<file path="config.mk">
export PLATFORM = sky130hd
export DESIGN_NAME = itcf_sqrt
export DESIGN_NICKNAME = d
export VERILOG_FILES = /design/src/rtl/core/inverse_trig_continued_fraction_defines.svh /design/src/rtl/core/itcf_pkg.sv /design/src/rtl/core/itcf_sqrt.sv
export SDC_FILE = /design/constraint.sdc
export NUM_CORES = 2
export LEC_CHECK = 0
export BUFFER_PORTS_ARGS = -buffer_cell sky130_fd_sc_hd__buf_2
export CAP_MARGIN = 20
export CORE_ASPECT_RATIO = 0.7
export CORE_MARGIN = 2
export CORE_UTILIZATION = 30
export CTS_BUF_LIST = sky130_fd_sc_hd__clkbuf_2 sky130_fd_sc_hd__clkbuf_4 sky130_fd_sc_hd__clkbuf_8
export DETAILED_ROUTE_END_ITERATION = 8
export PLACE_DENSITY = 0.49
export SYNTH_ARGS = -nofsm -noshare
export SYNTH_HDL_FRONTEND = slang
export SYNTH_MEMORY_MAX_BITS = 65536
export SYNTH_SLANG_ARGS = --single-unit
export TNS_END_PERCENT = 10
</file>
<file path="constraint.sdc">
create_clock -name clk -period 4.6 [get_ports clk]
set_input_delay 0 -clock clk [delete_from_list [all_inputs] [get_ports clk]]
set_output_delay 0 -clock clk [all_outputs]
set_load 0.03 [all_outputs]
</file>
<file path="src/rtl/core/inverse_trig_continued_fraction_defines.svh">
// Assertion macros for the inverse trigonometric unit.
// Included by the top level; uses its clk and rst_n.
`ifndef INVERSE_TRIG_CONTINUED_FRACTION_DEFINES_SVH
`define INVERSE_TRIG_CONTINUED_FRACTION_DEFINES_SVH
`ifndef SYNTH
`define ITCF_ASSERT_IMPL(lbl, ante, cons) \
  lbl: assert property (@(posedge clk) disable iff (!rst_n) (ante) |-> (cons)) \
    else $error("itcf same-cycle check failed");
`define ITCF_ASSERT_NEXT(lbl, ante, cons) \
  lbl: assert property (@(posedge clk) disable iff (!rst_n) (ante) |=> (cons)) \
    else $error("itcf next-cycle check failed");
`else
`define ITCF_ASSERT_IMPL(lbl, ante, cons)
`define ITCF_ASSERT_NEXT(lbl, ante, cons)
`endif
`endif

</file>
<file path="src/rtl/core/itcf_pkg.sv">
// Shared types and constants of the inverse trigonometric unit.
// Has no dependencies; used by every module of the block but itcf_div.
`default_nettype none
package itcf_pkg;
  typedef enum logic [1:0] {
    FN_ATAN  = 2'd0,
    FN_ATAN2 = 2'd1,
    FN_ASIN  = 2'd2,
    FN_ACOS  = 2'd3
  } func_t;

  typedef struct packed {
    func_t func;
    logic  x_neg;
    logic  y_neg;
    logic  x_zero;
    logic  y_zero;
    logic  c_zero;
    logic  fold;
  } ctl_t;

  localparam int TERMS_DEF = 24;
  localparam int OPND_W    = 32;
  localparam int T_W       = 31;
  localparam int S_W       = 27;
  localparam int C_W       = 31;
  localparam int U_W       = 31;
  localparam int R_W       = 30;
  localparam int CF_NUM_W  = 37;
  localparam int CF_DEN_W  = 34;
  localparam int FRAC_C    = 26;
  localparam int SQ_V_W    = 63;
  localparam int SQ_STEPS  = 32;
  localparam int ANG_W     = 34;

  localparam logic [OPND_W-1:0] ONE_Q16 = 32'd65536;
  localparam logic signed [ANG_W-1:0] PI_Q29      = 34'sd1686629713;
  localparam logic signed [ANG_W-1:0] HALF_PI_Q29 = 34'sd843314856;
endpackage
`default_nettype wire

</file>
<file path="src/rtl/core/itcf_sqrt.sv">
// Pipelined integer square root, two radicand bits per stage, with sideband.
// Depends on itcf_pkg for widths.
`default_nettype none
module itcf_sqrt #(
  parameter int SIDE_W = 8
) (
  input  wire logic                       clk,
  input  wire logic                       rst_n,
  input  wire logic                       adv,
  input  wire logic                       in_valid,
  input  wire logic [itcf_pkg::SQ_V_W-1:0] in_rad,
  input  wire logic [SIDE_W-1:0]          in_side,
  output logic                            out_valid,
  output logic [itcf_pkg::C_W-1:0]        out_root,
  output logic [SIDE_W-1:0]               out_side
);
  localparam int VW = itcf_pkg::SQ_V_W;
  localparam int N  = itcf_pkg::SQ_STEPS;

  logic              valid_r [N];
  logic [VW-1:0]     rad_r   [N];
  logic [VW-1:0]     res_r   [N];
  logic [SIDE_W-1:0] side_r  [N];

  for (genvar g = 0; g < N; g++) begin : g_stage
    logic              v_in;
    logic [VW-1:0]     rad_in;
    logic [VW-1:0]     res_in;
    logic [SIDE_W-1:0] side_in;
    logic [VW-1:0]     bitv;
    logic [VW-1:0]     sum;
    logic              take;

    if (g == 0) begin : g_first
      assign v_in    = in_valid;
      assign rad_in  = in_rad;
      assign res_in  = '0;
      assign side_in = in_side;
    end else begin : g_rest
      assign v_in    = valid_r[g-1];
      assign rad_in  = rad_r[g-1];
      assign res_in  = res_r[g-1];
      assign side_in = side_r[g-1];
    end

    assign bitv = VW'(1) << (VW - 1 - 2 * g);
    assign sum  = res_in + bitv;
    assign take = rad_in >= sum;

    always_ff @(posedge clk) begin
      if (!rst_n) begin
        valid_r[g] <= 1'b0;
      end else if (adv) begin
        valid_r[g] <= v_in;
      end
      if (adv) begin
        rad_r[g]  <= take ? rad_in - sum : rad_in;
        res_r[g]  <= take ? (res_in >> 1) + bitv : res_in >> 1;
        side_r[g] <= side_in;
      end
    end
  end

  assign out_valid = valid_r[N-1];
  assign out_root  = res_r[N-1][itcf_pkg::C_W-1:0];
  assign out_side  = side_r[N-1];
endmodule
`default_nettype wire

</file>
==> results.py <==
metrics = {
    "power": {
        "pwr-share-comb_pct": 22.4,
        "internal_power_w": 0.0500,
        "switching_share_pct": 31.7,
        "clkPwrFrac_pct": 30.1,
        "p_seq_share_pct": 47.5,
        "p_per_area_nw_per_um2": 494,
        "ir_drop_v": 0.000262,
        "power_switching_w": 0.0232,
        "power.leakage_nw": 55.0,
    },
    "setup_path": {
        "cp_max_fo": 5,
        "startpoint_type": "flop",
        "end_kind": "flop",
        "cp_data_arrival_time_ps": 5270,
        "ff2ff_setup_slack_ps": 170,
        "r2r_start": "res_r[1][458]",
        "path_class": "reg2reg",
        "r2r_cells": 12,
        "crit_required_ps": 5440,
        "crit_path_start": "res_r[1][458]",
        "r2r_end": "rad_r[1][559]",
        "endpoint": "rad_r[1][559]",
    },
    "timing": {
        "rsz0062_at_grt": "false",
        "hold_viol_final": 0,
        "slew_headroom_pct": 21.9,
        "setup_violations": 0,
        "fin_crit_ps": 4430,
        "drv_slew": 0,
        "fmax_ghz": 0.226,
        "fin_worst_skew_ps": 94.5,
        "fin_crit_sh_pct": 96.3,
        "worst_pin_slew_ps": 1160,
        "setup_tns_ps": 0,
        "worst_slack_ps": 170,
    },
    "grt": {
        "grt_antenna_before_repair": 20,
        "grtUsageTotal_pct": 16.1,
        "grt_max_degree": 164,
        "grt_pass1_wl_um": 528000,
        "gr-total-overflow": 0,
        "grt_pass1_vias": 79700,
    },
    "synthesis": {
        "synth-adder-area-share_pct": 5.43,
        "async_flop_share_pct": 0,
        "synth_xor_xnor_area_share_pct": 5.80,
        "seq_area_frac_synth_pct": 64.9,
        "synth.top_cell.area_share_pct": 64.8,
        "synth-seq-cells": 2768,
        "syn_nets": 10400,
        "synth_compound_area_share_pct": 8.93,
        "yosysTopAreaCell": "edfxtp_1",
        "synth_ff_type": "edfxtp_1",
        "synth.distinct_cells": 97,
        "yosys-top-cells-area": "edfxtp_1, ha_1, xnor2_1",
        "syn_avg_cell_area_um2": 13.1,
        "yosys.area_share.simple_pct": 11.5,
        "synthMuxAreaShare_pct": 0.830,
        "synth-warning-count": 0,
        "synth_common_cells": "edfxtp_1, inv_1, nor2_1",
        "synth-edff-count": 2767,
        "synthMostInstantiatedCell": "edfxtp_1",
        "synth_top_family_by_area": "simple AND/OR/NAND/NOR gates",
        "synth_area_um2": 128000,
        "synthCells": 9791,
    },
    "finish": {
        "syn_to_final_growth_pct": 15.6,
        "nNetsFinal": 11200,
        "drive_gt1_share_pct": 11.1,
    },
    "place": {
        "pre_cts_ws_ps": 165,
        "io_buffers": 114,
        "dp_hpwl_um": 265000,
        "globalplace.congestion": 0.936,
    },
    "route": {
        "drt_wl_total_um": 359000,
        "dr.first_iter.drc_count": 9230,
        "detail_route.wl_per_cell_um": 21.6,
        "vias": 83400,
        "drcViolationCount": 0,
        "avgViaCountPerCell": 5.02,
        "postRouteAntennaNets": 0,
        "firstDrtPassIters": 8,
    },
    "floorplan": {
        "design.core.area_um2": 425000,
        "start_util_pct": 30.2,
        "fp.dieH_um": 551,
        "die_x_um": 785,
        "pin_count": 115,
        "die-area_um2": 432000,
        "rows": 200,
    },
    "cts": {
        "cts_buffers": 447,
        "cts.path.max_buffers": 4,
        "post_cts_buffers": 0,
        "cts_tree": "built",
        "cts.sinks": 2768,
        "cts_htree_levels": 5,
        "clk_pin_slew_ps": 60,
        "insertion_delay_ps": 1170,
        "cts_root_buf": "clkbuf_8",
    },
    "run_status": {
        "status": "complete, no violations",
    },
    "hold_path": {
        "min_path_type": "in2reg",
    },
    "flow_run": {
        "maxCapViolations": 0,
    },
}
==> layout make-up <==
class / count / area (um2)
fillers: 41200 / 276000
flip-flops and latches: 2768 / 83100
multi-input cells: 6125 / 41800
clock buffers: 570 / 7080
well taps: 5656 / 7080
repair buffers: 536 / 4600
inverters: 690 / 2590
clock inverters: 239 / 1910
diodes: 8 / 20.0
==> repair_timing <==
action                                  CTS  global route
setup endpoints to repair                 0             6
hold buffers                            216             0
endpoints found under the hold margin  2056             0
gates resized for setup                   0             2
==> metal layers <==
metal  part of all wire [%]  global-route usage [%]  routed length (um)  vias up
met5                  0.023                   0.120                  83        -
met4                    2.1                    3.66                7440        4
met3                     10                    5.19               37500      538
met2                     36                    19.6              128000     3271
met1                     52                    26.5              186000    40900
li1                       -                       -                   -    38600
==> kinds of logic after synthesis <==
logic type | Yosys count
compound gates | 1810
xor+xnor | 849
fa+ha+maj | 556
buf+inv | 898
flops | 2768
mux | 95
other cells | 1
simple gates | 2814
==> metrics by stage <==
step,hold slack [ps],instance area [um2],total power [W],util [%],cells
detailed placement,178,137000,0.0511,32.3,15600
CTS,13.3,148000,0.0738,34.9,16600
floorplan,98.9,128000,0.0447,-,9791
finish,199,148000,0.0732,34.9,16600
global route,114,148000,0.0771,34.9,16600
global placement,177,137000,0.0509,32.2,15600
==> how the worst min path moves through the flow <==
stage,start,to,depth (start not counted)
finish,in_side[7],side_r[0][7],3
global route,in_side[7],side_r[0][7],3
CTS,in_side[7],side_r[0][7],3
detailed placement,in_rad[56],rad_r[0][56],1
global placement,in_rad[32],rad_r[0][32],1
floorplan,in_rad[0],rad_r[0][0],0
==> cell usage in the layout (no fill, tap or decap), types with 76 or more instances in the layout <==
cell / instances
nor3_1: 228
nor2_1: 660
buf_2: 115
dlygate4sd3_1: 216
ha_1: 556
nand3_1: 170
clkbuf_8: 448
xor2_1: 378
o21a_1: 102
or3_1: 89
inv_1: 684
nand2b_1: 94
nand2_1: 519
edfxtp_1: 2767
and3_1: 91
a21oi_1: 585
nor4_1: 345
clkinv_1: 113
buf_4: 179
nand4_1: 180
a21o_1: 251
or4_1: 84
xnor2_1: 471
nor2b_1: 76
clkbuf_4: 122
mux2_2: 90
o21ai_0: 383
==> sequential cells by signal (all words and copies together) (netlist names) <==
name     cells
valid_r     32
rad_r     1953
res_r      527
side_r     256
==> power by group through the flow <==
stage | Combinational (W) | Clock, W | Sequential (W)
global placement | 0.0157 | 0 | 0.0353
CTS | 0.0161 | 0.0229 | 0.0348
floorplan | 0.0110 | 0 | 0.0337
finish | 0.0164 | 0.0220 | 0.0348
global route | 0.0180 | 0.0240 | 0.0351
detailed placement | 0.0158 | 0 | 0.0352
==> worst max-delay path, cell delays in order, from the launching register on <==
cell	delay, ps
edfxtp_1	360
inv_1	50
ha_1	380
nand2_1	100
o21bai_1	240
a2111oi_0	990
buf_4	270
o21ai_0	110
a21oi_1	310
o21ai_0	480
or4_1	600
nand3_1	140
xnor2_1	80
(Power assumes the default switching activity.)
